<file path="src/rtl/pfc_pkg.sv">
// Package for the pixel format converter: format codes, register indexes,
// pipeline payload structs and the narrow-field expansion functions.
// No dependencies.
package pfc_pkg;

    localparam int PIXEL_W    = 32;
    localparam int BYTES_W    = 3;
    localparam int FMT_W      = 4;
    localparam int CFG_IDX_W  = 2;
    localparam int LUM_SUM_W  = 18;
    localparam int RECIP_W    = 19;
    localparam int PROD_W     = LUM_SUM_W + RECIP_W;
    localparam int RECIP_SHIFT = 28;

    // ceil(2^28 / 1000): exact floor(s / 1000) for s below 2^18
    localparam logic [RECIP_W-1:0] RECIP_1000 = 19'd268436;

    typedef enum logic [FMT_W-1:0] {
        FMT_A8R8G8B8 = 4'd0,
        FMT_X8R8G8B8 = 4'd1,
        FMT_R8G8B8   = 4'd2,
        FMT_R5G6B5   = 4'd3,
        FMT_A1R5G5B5 = 4'd4,
        FMT_X1R5G5B5 = 4'd5,
        FMT_A4R4G4B4 = 4'd6,
        FMT_A8       = 4'd7,
        FMT_L8       = 4'd8,
        FMT_A8L8     = 4'd9
    } t_fmt;

    typedef enum logic [CFG_IDX_W-1:0] {
        REG_SOURCE_FORMAT = 2'd0,
        REG_DEST_FORMAT   = 2'd1
    } t_reg_idx;

    typedef struct packed {
        t_fmt src_fmt;
        t_fmt dst_fmt;
    } t_cfg;

    typedef struct packed {
        logic [7:0]         r;
        logic [7:0]         g;
        logic [7:0]         b;
        logic [7:0]         a;
        logic [PIXEL_W-1:0] pixel;
        logic               last;
    } t_rgba;

    typedef struct packed {
        t_rgba                px;
        logic [LUM_SUM_W-1:0] sum;
    } t_lsum;

    typedef struct packed {
        t_rgba      px;
        logic [7:0] lum;
    } t_luma;

    // x * 255 / 31 = 8x + floor(7x / 31); 1/31 taken as 33/1024 on (7x + 1)
    function automatic logic [7:0] expand5(input logic [4:0] x);
        logic [7:0]  y;
        logic [12:0] m;
        y = {3'b000, x} * 8'd7;
        m = ({5'b00000, y} + 13'd1) * 13'd33;
        return {x, 3'b000} + {5'b00000, m[12:10]};
    endfunction

    // x * 255 / 63 = 4x + floor(3x / 63); 1/63 taken as 65/4096 on (3x + 1)
    function automatic logic [7:0] expand6(input logic [5:0] x);
        logic [7:0]  y;
        logic [13:0] m;
        y = {2'b00, x} * 8'd3;
        m = ({6'b000000, y} + 14'd1) * 14'd65;
        return {x, 2'b00} + {6'b000000, m[13:12]};
    endfunction

    // x * 255 / 15 = 17x
    function automatic logic [7:0] expand4(input logic [3:0] x);
        return {x, x};
    endfunction

    function automatic logic [BYTES_W-1:0] fmt_size(input t_fmt f);
        case (f)
            FMT_A8R8G8B8, FMT_X8R8G8B8:                    return 3'd4;
            FMT_R8G8B8:                                    return 3'd3;
            FMT_R5G6B5, FMT_A1R5G5B5, FMT_X1R5G5B5,
            FMT_A4R4G4B4, FMT_A8L8:                        return 3'd2;
            FMT_A8, FMT_L8:                                return 3'd1;
            default:                                       return 3'd0;
        endcase
    endfunction

endpackage

</file>
<file path="src/rtl/pfc_if.sv">
// Channel interfaces of the pixel format converter: source pixel stream,
// destination pixel stream and configuration write channel. Uses pfc_pkg.
interface pfc_in_if;
    logic                          valid;
    logic                          ready;
    logic [pfc_pkg::PIXEL_W-1:0]   src_pixel;
    logic                          last_in;

    modport source (output valid, output src_pixel, output last_in, input ready);
    modport sink   (input valid, input src_pixel, input last_in, output ready);
endinterface

interface pfc_out_if;
    logic                          valid;
    logic                          ready;
    logic [pfc_pkg::PIXEL_W-1:0]   dst_pixel;
    logic [pfc_pkg::BYTES_W-1:0]   dst_bytes;
    logic                          dst_written;
    logic                          last_out;

    modport source (output valid, output dst_pixel, output dst_bytes,
                    output dst_written, output last_out, input ready);
    modport sink   (input valid, input dst_pixel, input dst_bytes,
                    input dst_written, input last_out, output ready);
endinterface

interface pfc_cfg_if;
    logic                          valid;
    logic                          ready;
    logic [pfc_pkg::CFG_IDX_W-1:0] index;
    logic [pfc_pkg::FMT_W-1:0]     data;

    modport source (output valid, output index, output data, input ready);
    modport sink   (input valid, input index, input data, output ready);
endinterface

</file>
<file path="src/rtl/pixel_format_converter.sv">
// Pixel format converter: from input transaction to result valid a pixel passes
// the expand, luminance sum, reciprocal multiply by 1/1000 and pack/output
// registers; throughput one pixel per cycle, stalls propagate stage by stage.
// Synchronous active-low reset clears all stage valid bits and sets both
// format registers to A8R8G8B8 (code 0). Config writes are always accepted.
// Depends on pfc_pkg, pfc_if, pfc_expand, pfc_luma and pfc_pack.
module pixel_format_converter (
    input  logic      i_clk,
    input  logic      i_rst_n,
    pfc_cfg_if.sink   i_cfg,
    pfc_in_if.sink    i_src,
    pfc_out_if.source o_dst
);
    import pfc_pkg::*;

    t_cfg  r_cfg;
    t_cfg  n_cfg;
    logic  w_a_valid;
    logic  w_a_ready;
    t_rgba w_a_px;
    logic  w_c_valid;
    logic  w_c_ready;
    t_luma w_c_luma;

    assign i_cfg.ready = 1'b1;

    always_comb begin
        n_cfg = r_cfg;
        if (i_cfg.valid) begin
            case (i_cfg.index)
                REG_SOURCE_FORMAT: n_cfg.src_fmt = t_fmt'(i_cfg.data);
                REG_DEST_FORMAT:   n_cfg.dst_fmt = t_fmt'(i_cfg.data);
                default:           n_cfg = r_cfg;
            endcase
        end
    end

    always_ff @(posedge i_clk) begin
        if (!i_rst_n) begin
            r_cfg.src_fmt <= FMT_A8R8G8B8;
            r_cfg.dst_fmt <= FMT_A8R8G8B8;
        end else begin
            r_cfg <= n_cfg;
        end
    end

    pfc_expand u_expand (
        .i_clk     (i_clk),
        .i_rst_n   (i_rst_n),
        .i_src_fmt (r_cfg.src_fmt),
        .s_in      (i_src),
        .o_valid   (w_a_valid),
        .i_ready   (w_a_ready),
        .o_px      (w_a_px)
    );

    pfc_luma u_luma (
        .i_clk   (i_clk),
        .i_rst_n (i_rst_n),
        .i_valid (w_a_valid),
        .o_ready (w_a_ready),
        .i_px    (w_a_px),
        .o_valid (w_c_valid),
        .i_ready (w_c_ready),
        .o_luma  (w_c_luma)
    );

    pfc_pack u_pack (
        .i_clk   (i_clk),
        .i_rst_n (i_rst_n),
        .i_cfg   (r_cfg),
        .i_valid (w_c_valid),
        .o_ready (w_c_ready),
        .i_luma  (w_c_luma),
        .m_out   (o_dst)
    );

endmodule

</file>
<file path="src/rtl/pfc_expand.sv">
// Stage A: unpack the source pixel and expand it to 8-bit R, G, B, A.
// Depends on pfc_pkg and pfc_in_if.
module pfc_expand (
    input  logic            i_clk,
    input  logic            i_rst_n,
    input  pfc_pkg::t_fmt   i_src_fmt,
    pfc_in_if.sink          s_in,
    output logic            o_valid,
    input  logic            i_ready,
    output pfc_pkg::t_rgba  o_px
);
    import pfc_pkg::*;

    logic        r_valid;
    t_rgba       r_px;
    t_rgba       n_px;
    logic        w_adv;
    logic [15:0] w_h;

    assign w_adv      = !r_valid || i_ready;
    assign s_in.ready = w_adv;
    assign w_h        = s_in.src_pixel[15:0];

    always_comb begin
        n_px       = '0;
        n_px.a     = 8'd255;
        n_px.pixel = s_in.src_pixel;
        n_px.last  = s_in.last_in;
        case (i_src_fmt)
            FMT_A8R8G8B8: begin
                n_px.b = s_in.src_pixel[7:0];
                n_px.g = s_in.src_pixel[15:8];
                n_px.r = s_in.src_pixel[23:16];
                n_px.a = s_in.src_pixel[31:24];
            end
            FMT_X8R8G8B8, FMT_R8G8B8: begin
                n_px.b = s_in.src_pixel[7:0];
                n_px.g = s_in.src_pixel[15:8];
                n_px.r = s_in.src_pixel[23:16];
            end
            FMT_R5G6B5: begin
                n_px.r = expand5(w_h[15:11]);
                n_px.g = expand6(w_h[10:5]);
                n_px.b = expand5(w_h[4:0]);
            end
            FMT_A1R5G5B5, FMT_X1R5G5B5: begin
                n_px.r = expand5(w_h[14:10]);
                n_px.g = expand5(w_h[9:5]);
                n_px.b = expand5(w_h[4:0]);
                if (i_src_fmt == FMT_A1R5G5B5) begin
                    n_px.a = w_h[15] ? 8'd255 : 8'd0;
                end
            end
            FMT_A4R4G4B4: begin
                n_px.r = expand4(w_h[11:8]);
                n_px.g = expand4(w_h[7:4]);
                n_px.b = expand4(w_h[3:0]);
                n_px.a = expand4(w_h[15:12]);
            end
            FMT_A8: begin
                n_px.r = 8'd255;
                n_px.g = 8'd255;
                n_px.b = 8'd255;
                n_px.a = s_in.src_pixel[7:0];
            end
            FMT_L8: begin
                n_px.r = s_in.src_pixel[7:0];
                n_px.g = s_in.src_pixel[7:0];
                n_px.b = s_in.src_pixel[7:0];
            end
            FMT_A8L8: begin
                n_px.r = s_in.src_pixel[7:0];
                n_px.g = s_in.src_pixel[7:0];
                n_px.b = s_in.src_pixel[7:0];
                n_px.a = s_in.src_pixel[15:8];
            end
            default: begin
                n_px.a = 8'd255;
            end
        endcase
    end

    always_ff @(posedge i_clk) begin
        if (!i_rst_n) begin
            r_valid <= 1'b0;
        end else if (w_adv) begin
            r_valid <= s_in.valid;
        end
    end

    always_ff @(posedge i_clk) begin
        if (w_adv && s_in.valid) begin
            r_px <= n_px;
        end
    end

    assign o_valid = r_valid;
    assign o_px    = r_px;

endmodule

</file>
<file path="src/rtl/pfc_luma.sv">
// Stages B and C: weighted luminance sum, then divide by 1000 through a
// reciprocal multiply. Depends on pfc_pkg.
module pfc_luma (
    input  logic            i_clk,
    input  logic            i_rst_n,
    input  logic            i_valid,
    output logic            o_ready,
    input  pfc_pkg::t_rgba  i_px,
    output logic            o_valid,
    input  logic            i_ready,
    output pfc_pkg::t_luma  o_luma
);
    import pfc_pkg::*;

    logic              r_valid_b;
    t_lsum             r_lsum;
    logic              r_valid_c;
    t_luma             r_luma;
    logic              w_adv_b;
    logic              w_adv_c;
    logic [LUM_SUM_W-1:0] w_sum;
    logic [PROD_W-1:0] w_prod;

    assign w_adv_c = !r_valid_c || i_ready;
    assign w_adv_b = !r_valid_b || w_adv_c;
    assign o_ready = w_adv_b;

    assign w_sum = {10'd0, i_px.r} * 18'd299
                 + {10'd0, i_px.g} * 18'd587
                 + {10'd0, i_px.b} * 18'd114;

    assign w_prod = {RECIP_W'(0), r_lsum.sum} * {LUM_SUM_W'(0), RECIP_1000};

    always_ff @(posedge i_clk) begin
        if (!i_rst_n) begin
            r_valid_b <= 1'b0;
            r_valid_c <= 1'b0;
        end else begin
            if (w_adv_b) begin
                r_valid_b <= i_valid;
            end
            if (w_adv_c) begin
                r_valid_c <= r_valid_b;
            end
        end
    end

    always_ff @(posedge i_clk) begin
        if (w_adv_b && i_valid) begin
            r_lsum.px  <= i_px;
            r_lsum.sum <= w_sum;
        end
        if (w_adv_c && r_valid_b) begin
            r_luma.px  <= r_lsum.px;
            r_luma.lum <= w_prod[RECIP_SHIFT+7:RECIP_SHIFT];
        end
    end

    assign o_valid = r_valid_c;
    assign o_luma  = r_luma;

endmodule

</file>
<file path="src/rtl/pfc_pack.sv">
// Stage D: pack into the destination format and hold the result in the
// output register. Depends on pfc_pkg and pfc_out_if.
module pfc_pack (
    input  logic            i_clk,
    input  logic            i_rst_n,
    input  pfc_pkg::t_cfg   i_cfg,
    input  logic            i_valid,
    output logic            o_ready,
    input  pfc_pkg::t_luma  i_luma,
    pfc_out_if.source       m_out
);
    import pfc_pkg::*;

    logic               r_valid;
    logic [PIXEL_W-1:0] r_pixel;
    logic [BYTES_W-1:0] r_bytes;
    logic               r_written;
    logic               r_last;
    logic [PIXEL_W-1:0] n_pixel;
    logic [BYTES_W-1:0] n_bytes;
    logic               n_written;
    logic               w_adv;
    t_rgba              w_px;

    function automatic logic [PIXEL_W-1:0] size_mask(input logic [BYTES_W-1:0] n);
        case (n)
            3'd1:    return 32'h0000_00FF;
            3'd2:    return 32'h0000_FFFF;
            3'd3:    return 32'h00FF_FFFF;
            default: return 32'hFFFF_FFFF;
        endcase
    endfunction

    assign w_adv   = !r_valid || m_out.ready;
    assign o_ready = w_adv;
    assign w_px    = i_luma.px;

    always_comb begin
        n_bytes   = fmt_size(i_cfg.dst_fmt);
        n_pixel   = '0;
        n_written = 1'b0;
        if (n_bytes == 3'd0) begin
            n_written = 1'b0;
        end else if (i_cfg.src_fmt == i_cfg.dst_fmt) begin
            n_pixel   = w_px.pixel & size_mask(n_bytes);
            n_written = 1'b1;
        end else begin
            n_written = 1'b1;
            case (i_cfg.dst_fmt)
                FMT_A8R8G8B8: n_pixel = {w_px.a, w_px.r, w_px.g, w_px.b};
                FMT_X8R8G8B8: n_pixel = {8'd255, w_px.r, w_px.g, w_px.b};
                FMT_R8G8B8:   n_pixel = {8'd0, w_px.r, w_px.g, w_px.b};
                FMT_R5G6B5:   n_pixel = {16'd0, w_px.r[7:3], w_px.g[7:2], w_px.b[7:3]};
                FMT_A1R5G5B5: n_pixel = {16'd0, (w_px.a != 8'd0), w_px.r[7:3],
                                         w_px.g[7:3], w_px.b[7:3]};
                FMT_A4R4G4B4: n_pixel = {16'd0, w_px.a[7:4], w_px.r[7:4],
                                         w_px.g[7:4], w_px.b[7:4]};
                FMT_A8:       n_pixel = {24'd0, w_px.a};
                FMT_L8:       n_pixel = {24'd0, i_luma.lum};
                FMT_A8L8:     n_pixel = {16'd0, w_px.a, i_luma.lum};
                default: begin
                    // no packing rule: flag and write nothing
                    n_pixel   = '0;
                    n_written = 1'b0;
                end
            endcase
        end
    end

    always_ff @(posedge i_clk) begin
        if (!i_rst_n) begin
            r_valid <= 1'b0;
        end else if (w_adv) begin
            r_valid <= i_valid;
        end
    end

    always_ff @(posedge i_clk) begin
        if (w_adv && i_valid) begin
            r_pixel   <= n_pixel;
            r_bytes   <= n_bytes;
            r_written <= n_written;
            r_last    <= w_px.last;
        end
    end

    assign m_out.valid       = r_valid;
    assign m_out.dst_pixel   = r_pixel;
    assign m_out.dst_bytes   = r_bytes;
    assign m_out.dst_written = r_written;
    assign m_out.last_out    = r_last;

    a_written_has_bytes: assert property (@(posedge i_clk) disable iff (!i_rst_n)
        r_valid && r_written |-> r_bytes != 3'd0)
        else $error("written pixel with zero byte count");

    a_unwritten_zero: assert property (@(posedge i_clk) disable iff (!i_rst_n)
        r_valid && !r_written |-> r_pixel == '0)
        else $error("unwritten pixel carries data");

    a_two_byte_upper_zero: assert property (@(posedge i_clk) disable iff (!i_rst_n)
        r_valid && r_bytes == 3'd2 |-> r_pixel[31:16] == 16'd0)
        else $error("bytes beyond a two-byte pixel not zero");

    a_one_byte_upper_zero: assert property (@(posedge i_clk) disable iff (!i_rst_n)
        r_valid && r_bytes == 3'd1 |-> r_pixel[31:8] == 24'd0)
        else $error("bytes beyond a one-byte pixel not zero");

    a_load_shows_valid: assert property (@(posedge i_clk) disable iff (!i_rst_n)
        i_valid && w_adv |=> r_valid)
        else $error("accepted transaction lost at output register");

endmodule

</file>
<file path="src/flat_wrapper.sv">
// flat-port wrapper written by rule: the top's interface ports become plain ports
module pixel_format_converter_flat import pfc_pkg::*;
  (i_clk, i_rst_n, i_cfg_valid, i_cfg_index, i_cfg_data, i_cfg_ready, i_src_valid, i_src_src_pixel, i_src_last_in, i_src_ready, o_dst_valid, o_dst_dst_pixel, o_dst_dst_bytes, o_dst_dst_written, o_dst_last_out, o_dst_ready);
  pfc_cfg_if i_cfg_i ();
  pfc_in_if i_src_i ();
  pfc_out_if o_dst_i ();
  input  logic i_clk;
  input  logic i_rst_n;
  input wire logic [$bits(i_cfg_i.valid)-1:0] i_cfg_valid;
  input wire logic [$bits(i_cfg_i.index)-1:0] i_cfg_index;
  input wire logic [$bits(i_cfg_i.data)-1:0] i_cfg_data;
  output wire logic [$bits(i_cfg_i.ready)-1:0] i_cfg_ready;
  input wire logic [$bits(i_src_i.valid)-1:0] i_src_valid;
  input wire logic [$bits(i_src_i.src_pixel)-1:0] i_src_src_pixel;
  input wire logic [$bits(i_src_i.last_in)-1:0] i_src_last_in;
  output wire logic [$bits(i_src_i.ready)-1:0] i_src_ready;
  output wire logic [$bits(o_dst_i.valid)-1:0] o_dst_valid;
  output wire logic [$bits(o_dst_i.dst_pixel)-1:0] o_dst_dst_pixel;
  output wire logic [$bits(o_dst_i.dst_bytes)-1:0] o_dst_dst_bytes;
  output wire logic [$bits(o_dst_i.dst_written)-1:0] o_dst_dst_written;
  output wire logic [$bits(o_dst_i.last_out)-1:0] o_dst_last_out;
  input wire logic [$bits(o_dst_i.ready)-1:0] o_dst_ready;
  assign i_cfg_i.valid = i_cfg_valid;
  assign i_cfg_i.index = i_cfg_index;
  assign i_cfg_i.data = i_cfg_data;
  assign i_cfg_ready = i_cfg_i.ready;
  assign i_src_i.valid = i_src_valid;
  assign i_src_i.src_pixel = i_src_src_pixel;
  assign i_src_i.last_in = i_src_last_in;
  assign i_src_ready = i_src_i.ready;
  assign o_dst_valid = o_dst_i.valid;
  assign o_dst_dst_pixel = o_dst_i.dst_pixel;
  assign o_dst_dst_bytes = o_dst_i.dst_bytes;
  assign o_dst_dst_written = o_dst_i.dst_written;
  assign o_dst_last_out = o_dst_i.last_out;
  assign o_dst_i.ready = o_dst_ready;
  pixel_format_converter u_core (.i_clk(i_clk), .i_rst_n(i_rst_n), .i_cfg(i_cfg_i), .i_src(i_src_i), .o_dst(o_dst_i));
endmodule
</file>
<file path="config.mk">
export PLATFORM = sky130hd
export DESIGN_NAME = pixel_format_converter_flat
export DESIGN_NICKNAME = d
export VERILOG_FILES = /design/src/rtl/pfc_pkg.sv /design/src/rtl/pfc_if.sv /design/src/rtl/pixel_format_converter.sv /design/src/rtl/pfc_expand.sv /design/src/rtl/pfc_luma.sv /design/src/rtl/pfc_pack.sv /design/src/flat_wrapper.sv
export SDC_FILE = /design/constraint.sdc
export NUM_CORES = 1
export LEC_CHECK = 0
export BUFFER_PORTS_ARGS = -buffer_cell sky130_fd_sc_hd__buf_2
export CAP_MARGIN = 20
export CORE_AREA = 2 2 206 228
export DETAILED_ROUTE_END_ITERATION = 16
export DIE_AREA = 0 0 208 230
export GPL_TIMING_DRIVEN = 0
export SLEW_MARGIN = 10
export SYNTH_ARGS = -nofsm -noshare
export SYNTH_HDL_FRONTEND = slang
export SYNTH_HIERARCHICAL = 1
export SYNTH_SLANG_ARGS = --single-unit
export TNS_END_PERCENT = 20
</file>
<file path="constraint.sdc">
create_clock -name i_clk -period 11.6 [get_ports i_clk]
set_input_delay 2.32 -clock i_clk [delete_from_list [all_inputs] [get_ports i_clk]]
set_output_delay 2.32 -clock i_clk [all_outputs]
set_load 0.005 [all_outputs]
</file>
==> impl_metrics.ini <==
[logic_synthesis]
synth.yosys.warnings = 6
ys_seq_elements = 270
async_flop_share = 0
synth-edff-count = 258
number_of_library_cell_types_mapped_by_synthesis = 91
mean_syn_cell_area_um2 = 11.8
syn-cell-area_um2 = 20300
synthesis.instances = 1721
synth_nets = 2209
synth_sequential_area_ratio = 0.393
synth-main-ff-cell = edfxtp_1

[die]
area_enclosed_by_the_die_boundary_um2 = 47800
starting_density_of_the_core = 0.448
core_um2 = 45300
design.portCount = 84
std_cell_rows = 82
die_h_um = 230
die_x_um = 208

[worst_setup_path]
path_max_fanout = 6
required_ns = 11.87
worst-setup-path-type = reg2reg
worst_setup_path_end_kind = flop
worstPathArrival_ns = 6.90
worstSetupStartpointType = flop

[timing]
finalSetupTns_ns = 0
max_slew.worst_pin.slew_ns = 0.813
clock-skew-final_ns = 0.0134
timing.final.setup_violations = 0
final-max-slew-violation-count = 0
period_minus_slack_ns = 6.63
rsz0062_at_grt = false
maxSlewHeadroom = 0.457
period_share = 0.571
number_of_hold_slack_violations_in_the_final_timing_report = 0
fmax_mhz = 151

[global_route]
pin_count_of_the_biggest_net_entering_global_routing = 65
antenna_found_initial = 1
gr-usage-all-layers = 0.193
grt_pass1_wl_mm = 73.1
grt_pass1_vias = 13500
grt.overflow.total = 0

[drt]
drt-pass1-iter-count = 7
postRouteAntennaNets = 0
wirelength_mm = 46.0
detail_route.wl_per_cell_um = 18.8
dr.first_iter.drc_count = 1171
total_via_count_after_detailed_routing = 13300
routed_via_density = 5.45
drc = 0

[job]
timing.max_cap.violations = 0

[clock_tree]
cts.repair_timing.setup_buffer_count = 0
worst_setup_hold_path_clk_slew_ns = 0.06
clkSinkCount = 270
root_buffer = clkbuf_16
clk_path_buf_depth = 3
cts_htree_levels = 1
postCtsResizedCells = 0
cts_hold_buf = 0
clock_insertion_delay_worst_skew_ns = 0.55
tritoncts_clock_tree = yes
cts_buffers = 27

[placement]
place.port_buffers = 82
place.detailed.hpwl_mm = 36.5
dpl-instance-area_um2 = 21600
globalplace.congestion = 0.903

[finish]
final_nets = 2326
antenna_cells = 0
drive_above_1_share = 0.103
area.growth.synth_to_final_pct = 10.6
layout_commonest_cell = ha_1
final_core_utilization = 0.495
post-route-cell-area_um2 = 22500
most-common-layout-cells = ha_1, inv_1, edfxtp_1

[status]
run_status = complete, no violations

[worst_hold_path]
min_path_type = reg2reg
cell families after synthesis:
logic type / synth area share
multiplexers: 0.00752
AO/OA/AOI/OAI: 0.109
flip-flops: 0.393
AND/OR/NAND/NOR: 0.0750
other: 0.000185
adder cells (fa/ha/maj): 0.324
XOR/XNOR: 0.0237
buffers and inverters: 0.0671
layer usage:
metal	part of all wire	up-vias	global-route usage
li1	-	6351	-
met1	0.45	6522	0.270
met2	0.48	389	0.328
met3	0.046	69	0.0154
met4	0.021	0	0.0477
met5	0	-	0
flip-flops by register name, indices dropped and copies added, names as in the netlist, 3 cells and up:
signal and flops:
u_core/u_pack/m_out.dst_pixel 32, u_core/r_cfg 8, u_core/u_luma/r_lsum 83, u_core/u_pack/m_out.dst_bytes 3, u_core/u_luma/o_luma 73, u_core/u_expand/o_px 65
stage by stage:
| step | instances | setup WS (ns) | hold WS [ns] |
|---|---|---|---|
| after CTS | 2445 | 4.96 | 0.413 |
| after detailed placement | 2396 | 5.00 | 0.405 |
| after floorplan | 1721 | 5.32 | 0.400 |
| after global placement | 2391 | 3.64 | 0.401 |
| after global routing | 2446 | 4.57 | 0.422 |
| final | 2446 | 4.97 | 0.410 |
worst paths after layout:
check,start,to,slack (ns),depth (start not counted)
setup / recovery,u_core/u_expand/o_px[41],u_core/u_luma/r_lsum[17],4.97,25
hold / removal,u_core/u_luma/r_lsum[28],u_core/u_luma/o_luma[18],0.41,0
setup reg to reg,u_core/u_expand/o_px[41],u_core/u_luma/r_lsum[17],4.97,25
hold reg to reg,u_core/u_luma/r_lsum[28],u_core/u_luma/o_luma[18],0.41,0
worst max-delay path: stages (launching register included):
cell      delay (ns)
edfxtp_1        0.63
fa_1            0.61
inv_1           0.05
fa_1            0.48
inv_1           0.04
ha_1            0.27
ha_1            0.17
inv_1           0.06
fa_1            0.39
inv_1           0.07
a21oi_1         0.06
o21bai_1        0.20
a21o_1          0.15
a21oi_1         0.09
xnor2_1         0.14
ha_1            0.27
inv_1           0.05
fa_1            0.47
fa_1            0.56
inv_1           0.04
ha_1            0.26
or3_1           0.39
a211oi_1        0.39
o41ai_1         0.17
a21oi_1         0.19
xnor2_1         0.13
cells in the mapped netlist, types with 8 or more instances:
master    number  area [um2]
a22oi_1       37         278
nor3_1        30         150
a211oi_1      20         150
edfxtp_1     258        7750
o211ai_1      11        82.6
nor2_1        57         214
buf_2         24         120
o21ai_0       32         160
a221oi_1      10        87.6
nand2b_1      18         113
and2_1         8        50.1
inv_1        304        1140
o21bai_1       9        67.6
xor2_1        15         131
nand3b_1      10        75.1
nand3_1       30         150
o21a_1         8        60.1
dfxtp_1       12         240
nand2_1       57         214
mux2i_1       13         130
fa_1         136        2720
a222oi_1      11         110
a21o_1        18         135
ha_1         308        3850
o21ai_1        9        45.0
a21oi_1       63         315
xnor2_1       40         350
a22o_1        13         114
nor2b_1       12        75.1
layout make-up:
cell class                      count  area [um2]
Buffer                             40         218
Clock buffer                       32         694
Clock inverter                     17         160
Fill cell                        4061       22900
Inverter                          305        1140
Multi-Input combinational cell   1106       11000
Sequential cell                   270        7990
Tap cell                          588         736
Timing Repair Buffer               88         546
Power is not shown: default switching activity piles up to over one toggle a cycle in this logic, so the estimate is an artifact.
